[config.mk]
export PLATFORM = sky130hd
export DESIGN_NAME = ecs_front
export DESIGN_NICKNAME = d
export VERILOG_FILES = /design/src/hw/rtl/ecs_pkg.sv /design/src/hw/rtl/ecs_front.sv
export SDC_FILE = /design/constraint.sdc
export NUM_CORES = 1
export LEC_CHECK = 0
export BUFFER_PORTS_ARGS = -buffer_cell sky130_fd_sc_hd__buf_2
export CORE_MARGIN = 8
export CORE_UTILIZATION = 54
export CTS_CLUSTER_SIZE = 12
export DETAILED_ROUTE_END_ITERATION = 8
export HOLD_SLACK_MARGIN = 0.15
export PLACE_DENSITY = 0.87
export SYNTH_ARGS = -nofsm -noshare
export SYNTH_HDL_FRONTEND = slang
export SYNTH_SLANG_ARGS = --single-unit
[constraint.sdc]
create_clock -name clock -period 2.75 [get_ports clock]
set_clock_uncertainty 0.15 [all_clocks]
set_input_delay 0 -clock clock [delete_from_list [all_inputs] [get_ports clock]]
set_output_delay 0 -clock clock [all_outputs]
set_load 0.02 [all_outputs]
[src/hw/rtl/ecs_pkg.sv]
// -----------------------------------------------------------------------------
// ecs_pkg
// Shared constants, types and helper functions of the command suggestion block.
// -----------------------------------------------------------------------------
`timescale 1ns / 1ps

package ecs_pkg;

   localparam int MAX_COMMANDS = 16;
   localparam int MAX_LENGTH   = 32;
   localparam int ROW_LEN      = MAX_LENGTH + 1;

   localparam int SYM_W  = 8;
   localparam int DIST_W = 6;
   localparam int IDX_W  = 4;
   localparam logic [DIST_W-1:0] DIST_SAT = '1;

   localparam int CMD_W  = (MAX_COMMANDS > 1) ? $clog2(MAX_COMMANDS) : 1;
   localparam int CNT_W  = $clog2(MAX_COMMANDS + 1);
   localparam int LEN_W  = $clog2(MAX_LENGTH + 1);
   localparam int J_W    = $clog2(MAX_LENGTH + 2);
   localparam int CHAR_DEPTH = MAX_COMMANDS * MAX_LENGTH;
   localparam int ROW_DEPTH  = MAX_COMMANDS * ROW_LEN;
   localparam int CHAR_AW = $clog2(CHAR_DEPTH);
   localparam int ROW_AW  = $clog2(ROW_DEPTH);

   typedef enum logic [1:0] {
      FUNC_LOAD  = 2'd0,
      FUNC_QUERY = 2'd1,
      FUNC_CLEAR = 2'd2,
      FUNC_NONE  = 2'd3
   } func_type;

   typedef struct packed {
      func_type           func;
      logic [SYM_W-1:0]   symbol;
      logic               last;
   } item_type;

   typedef enum logic [1:0] {
      ST_IDLE,
      ST_CMD,
      ST_RUN,
      ST_DONE
   } state_type;

   function automatic logic [DIST_W-1:0] sat_inc(input logic [DIST_W-1:0] v);
      return (v == DIST_SAT) ? DIST_SAT : v + 1'b1;
   endfunction

   function automatic logic [ROW_AW-1:0] row_addr(input logic [CMD_W-1:0] k,
                                                  input logic [J_W-1:0] j);
      return ROW_AW'(int'(k) * ROW_LEN + int'(j));
   endfunction

   function automatic logic [CHAR_AW-1:0] char_addr(input logic [CMD_W-1:0] k,
                                                    input logic [J_W-1:0] j);
      return CHAR_AW'(int'(k) * MAX_LENGTH + int'(j));
   endfunction

endpackage

[src/hw/rtl/ecs_front.sv]
// -----------------------------------------------------------------------------
// ecs_front
// Request intake: drops unused codes and queues the rest in a two-deep FIFO.
// -----------------------------------------------------------------------------
`timescale 1ns / 1ps

module ecs_front (
   input  logic                     clock,
   input  logic                     reset,
   input  logic                     req_valid,
   output logic                     req_stall,
   input  logic [1:0]               req_func,
   input  logic [ecs_pkg::SYM_W-1:0] req_symbol,
   input  logic                     req_last,
   output logic                     q_valid,
   output ecs_pkg::item_type        q_item,
   input  logic                     q_pop
);
   import ecs_pkg::*;

   item_type   fifo_ff [2];
   logic       wr_ff, wr_in;
   logic       rd_ff, rd_in;
   logic [1:0] cnt_ff, cnt_in;
   logic       push;

   assign req_stall = (cnt_ff == 2'd2);
   assign q_valid   = (cnt_ff != 2'd0);
   assign q_item    = fifo_ff[rd_ff];

   // Requests with the unused code are taken and thrown away.
   assign push = req_valid && !req_stall && (func_type'(req_func) != FUNC_NONE);

   always_comb begin
      wr_in  = wr_ff ^ push;
      rd_in  = rd_ff ^ q_pop;
      cnt_in = cnt_ff + 2'(push) - 2'(q_pop);
   end

   always_ff @(posedge clock) begin
      if (reset) begin
         wr_ff  <= 1'b0;
         rd_ff  <= 1'b0;
         cnt_ff <= 2'd0;
      end else begin
         wr_ff  <= wr_in;
         rd_ff  <= rd_in;
         cnt_ff <= cnt_in;
      end
   end

   always_ff @(posedge clock) begin
      if (push) begin
         fifo_ff[wr_ff] <= '{func: func_type'(req_func), symbol: req_symbol, last: req_last};
      end
   end

endmodule

Word-level counts from Yosys, hierarchy flattened
Memories as Yosys holds them, arrays and structs flattened. A register that Yosys moved wholly into a read port is not among the register bits. Cells that the tools add are included. W data, S select, Z words.

Add/sub/neg operators: 2. Multiply operators: 0. Divide/modulo/power cells: 0. Order comparisons: 0. Equal/unequal tests: 2. Shift operators: 0. Multiplexer cells: 3. Bitwise gates (word level): 2. Reduce and logical (&&, ||, !) cells: 4.

Operators with widths (number): $mux W1 (3); $add A2 B1 Y2 (1); $eq A2 B2 Y1 const B (1); $logic_and A1 B1 Y1 (2); $ne A2 B2 Y1 const B (1); $reduce_bool A2 Y1 (1); $sub A2 B1 Y2 (1); $xor A1 B1 Y1 (2); $logic_not A1 Y1 (1).

Bits in registers: 4. Latch bits: 0. Bits in writable memories: 22. Memory bits (read-only): 0. Input bits: 15. Output and inout bits: 13. Word-level logic and storage cells: 17. Memories kept: 1.

Memory list: fifo_ff (depth 2, width 11, rd ports 1, clocked after memory_dff 1, write ports 1, line ecs_front.sv:21) `item_type fifo_ff [2];`.

Logic depth before layout (Yosys ltp)
Depth after elaboration: 6. Depth in mapped cells: 7. Gate-level depth less buffers: 7.

Worst setup path before layout
No wires, ideal clock.

Kind: reg2reg. Start point: register cnt_ff[0]. End point: memory fifo_ff[1][0] in the netlist's numbering, enable pin. Setup time: 0.349 ns. Data arrival time: 0.982 ns. Data required time: 2.251 ns. Setup slack: 1.269 ns. Stages on the path, launching flop included: 4. Buffers on the path: 0. Period minus slack after synthesis: 1.481 ns. Cell sequence: dfxtp_1 nand2b_1 and3_1 ha_1.

Longest elaborated chain between the ends: 6.

Ends and longest elaborated chain: start: declaration (line ecs_front.sv:24) `logic [1:0] cnt_ff, cnt_in;`; start signal: assignment (line ecs_front.sv:48) `cnt_ff <= cnt_in;`; $eq A2 B2 Y1 (line ecs_front.sv:27) `assign req_stall = (cnt_ff == 2'd2);`; $logic_not A1 Y1 (line ecs_front.sv:32) `assign push = req_valid && !req_stall && (func_type'(req_func) != FUNC_NONE);`; $logic_and A1 B1 Y1 (2 in a row) (line ecs_front.sv:32); $mux W1 (line ecs_front.sv:53) `if (push) begin`; $mux W1 (not written as such) (line ecs_front.sv:54) `fifo_ff[wr_ff] <= '{func: func_type'(req_func), symbol: req_symbol, last: req_last};`; end: declaration (line ecs_front.sv:21).

Every way passes these cells.

Worst setup path in the final report
Start point: register cnt_ff[0]. End point: register wr_ff.

Longest elaborated chain between the ends: 5.

Ends and longest elaborated chain: $eq A2 B2 Y1 (line ecs_front.sv:27); $logic_not A1 Y1 (line ecs_front.sv:32); $logic_and A1 B1 Y1 (2 in a row) (line ecs_front.sv:32); $xor A1 B1 Y1 (line ecs_front.sv:35) `wr_in = wr_ff ^ push;`; end signal: assignment (line ecs_front.sv:46) `wr_ff <= wr_in;`; end: declaration (line ecs_front.sv:22) `logic wr_ff, wr_in;`.

Every way passes these cells. A chain may end at the register's enable or synchronous reset.

==> metrics.json <==
{
  "synthesis": {
    "postSynthCellCount": 56,
    "synthArstFlopShare_pct": 0,
    "yosys.area.top_type_share_pct": 63.1,
    "synth_sequential_area_ratio_pct": 70.7,
    "yosys.area.top_type": "sky130_fd_sc_hd__edfxtp_1",
    "ys.warnings.count": 0,
    "synth.cells.most_frequent": "sky130_fd_sc_hd__edfxtp_1, sky130_fd_sc_hd__mux2_4, sky130_fd_sc_hd__dfxtp_1, sky130_fd_sc_hd__ha_1",
    "synth_enable_flop_cells": 22,
    "ys_top_cells_by_area": "sky130_fd_sc_hd__edfxtp_1, sky130_fd_sc_hd__mux2_4, sky130_fd_sc_hd__dfxtp_1",
    "synth.cell_area_um2": 1050,
    "syn_area_per_cell_um2": 18.7,
    "ys_dominant_reg_cell": "sky130_fd_sc_hd__edfxtp_1",
    "postSynthNetCount": 75,
    "yosysMostFrequentCell": "sky130_fd_sc_hd__edfxtp_1",
    "ys_seq_elements": 26,
    "synthDistinctLibCells": 17
  },
  "floorplan": {
    "initial_core_util_pct": 55.1,
    "coreArea_um2": 1900,
    "count_of_boundary_i_o_pins": 28,
    "horizontal_extent_of_the_die_um": 60.0,
    "die_h_um": 60.0,
    "number_of_rows_created_at_floorplan": 16,
    "dieArea_um2": 3600
  },
  "clocking": {
    "clockBufferDepth": 2,
    "cts-root-buf": "sky130_fd_sc_hd__clkbuf_4",
    "cts_tree": "done",
    "cts_resized": 0,
    "cts.reportedPaths.clkPinSlew_ps": 130,
    "clk-insertion-delay-late_ps": 310,
    "cts_made_buffers": 3,
    "cts_max_level": 1,
    "clock-sinks": 26
  },
  "detailed_routing": {
    "antenna_violating_nets_post_route": 0,
    "detail_route.wirelength_um": 1780,
    "dr.first_iter.drc_count": 20,
    "wire_per_inst_um": 13.9,
    "via_per_inst": 4.73,
    "post-route-drc-count": 0,
    "firstDrtPassIters": 4,
    "vias": 605
  },
  "sta": {
    "tns_ps": 0,
    "rsz0062_at_grt": "false",
    "period_needed_ps": 1850,
    "hold_violations": 0,
    "fin_crit_sh_pct": 67.4,
    "worst-slew-pin-transition_ps": 697,
    "clock.fmax_mhz": 539,
    "setup_ws_ps": 896,
    "timing.slew.headroom_pct": 53.4,
    "maxSlewViolCount": 0,
    "count_of_final_setup_violators": 0
  },
  "min_path": {
    "hold_path.class": "input pin to register",
    "hp-start": "req_symbol[4]"
  },
  "final_layout": {
    "fin_area_um2": 1380,
    "post-route-util_pct": 72.6,
    "areaGrowthSynthToFinish_pct": 31.9,
    "n_antenna_cell": 0,
    "drive_gt1_share_pct": 39.6,
    "finish.net_count": 121
  },
  "critical_path": {
    "timing.critical_path.from_type": "register",
    "sequence_of_cells_on_the_critical_path": "nand2b_1, and3_1, ha_1, nor2_1, dlygate4sd3_1",
    "timing.critical_path.from": "cnt_ff[0]",
    "worstPathBufferInverterCount": 1,
    "rr_startpoint": "cnt_ff[0]",
    "critPathCaptureType": "register",
    "critical-path-slowest-cell": "sky130_fd_sc_hd__dlygate4sd3_1",
    "critical_path_required_time_ps": 2870,
    "path_delay_family": "buffers and inverters",
    "critical_path_peak_fanout": 3,
    "worst-r2r-setup-slack_ps": 900,
    "crit_path_max_incr_delay_ps": 540,
    "timing.critical_path.arrival_ps": 1970,
    "setup.worst_path.class": "register to register"
  },
  "grt": {
    "grt_pass1_wl_um": 2770,
    "grt_pass1_vias": 648,
    "track_usage_pct": 10.8,
    "antenna_found_initial": 0,
    "globalRouteOverflowTotal": 0,
    "grt_start_max_net_pins": 15
  },
  "power": {
    "finalPower_w": 0.000901,
    "leakage_dissipation_nw": 0.585,
    "irDropWorstVdd_mv": 0.475,
    "powerDensity_nw_per_um2": 652
  },
  "flow_run": {
    "max_cap_violations": 0
  },
  "place": {
    "globalplace.congestion": 0.608,
    "numPortBuffers": 27,
    "placement.setup.worst_slack_ps": 1040,
    "placedInstanceArea_um2": 1200
  },
  "run_status": {
    "outcome": "finished, final reports clean"
  }
}
-- routing by layer --
| layer | vias up | track usage, % | share of wire [%] |
|---|---|---|---|
| li1 | 295 | - | - |
| met1 | 283 | 10.0 | 38 |
| met2 | 23 | 20.5 | 53 |
| met3 | 4 | 2.80 | 7.4 |
| met4 | 0 | 6.12 | 1.6 |
| met5 | - | 0 | 0 |
-- report_power, final --
part / switching [W] / total, W / internal [W] / leakage [nW]
Clock: 0.000103 / 0.000156 / 0.0000530 / 0.0154
Combinational: 0.000118 / 0.000239 / 0.000122 / 0.334
Sequential: 0.0000246 / 0.000506 / 0.000481 / 0.236
Total: 0.000245 / 0.000901 / 0.000656 / 0.585
-- cell type report --
class | count | area (µm²)
Clock buffer | 3 | 22.5
Sequential cell | 26 | 741
Clock inverter | 1 | 3.75
Tap cell | 27 | 33.8
Fill cell | 129 | 520
Inverter | 3 | 11.3
Multi-Input combinational cell | 26 | 284
Timing Repair Buffer | 42 | 285
-- cell usage in the layout (no fill, tap or decap), drive strengths merged, types with 3 or more instances in the layout --
cell,n
edfxtp,22
ha,4
dfxtp,4
buf,27
dlygate4sd3,15
inv,3
mux2,11
nor2,3
clkbuf,3
-- sequential cells by signal, indices dropped and copies added (netlist names) --
name / flops
rd_ff: 1
wr_ff: 1
fifo_ff: 22
cnt_ff: 2
-- logic make-up after synthesis --
| family | share of synthesized area [%] |
|---|---|
| and+or+nand+nor | 4.30 |
| xor gates and xnor gates | 2.99 |
| DFF | 70.7 |
| buffers and inverters | 2.15 |
| muxes | 15.1 |
| adders and majority gates | 4.78 |
-- final timing paths --
| path | endpoint | depth (start not counted) |
|---|---|---|
| worst max-delay path | wr_ff | 5 |
| worst min-delay path | fifo_ff[0][5] | 2 |
| worst min register to register | cnt_ff[1] | 2 |
| worst max register to register | wr_ff | 5 |
-- per-stage QoR --
| step | cells | hold WS (ps) |
|---|---|---|
| 2_1_floorplan | 56 | -83.3 |
| 3_3_place_gp | 109 | 42.6 |
| 3_5_place_dp | 109 | 42.6 |
| 4_1_cts | 128 | 246 |
| 5_1_grt | 128 | 246 |
| 6_report | 128 | 252 |
-- what timing repair did --
action / CTS / global route
hold buffers: 15 / 0
hold endpoints to repair: 26 / 0
setup buffers: 0 / 0
Note: power is estimated with default switching activity, not from simulation.
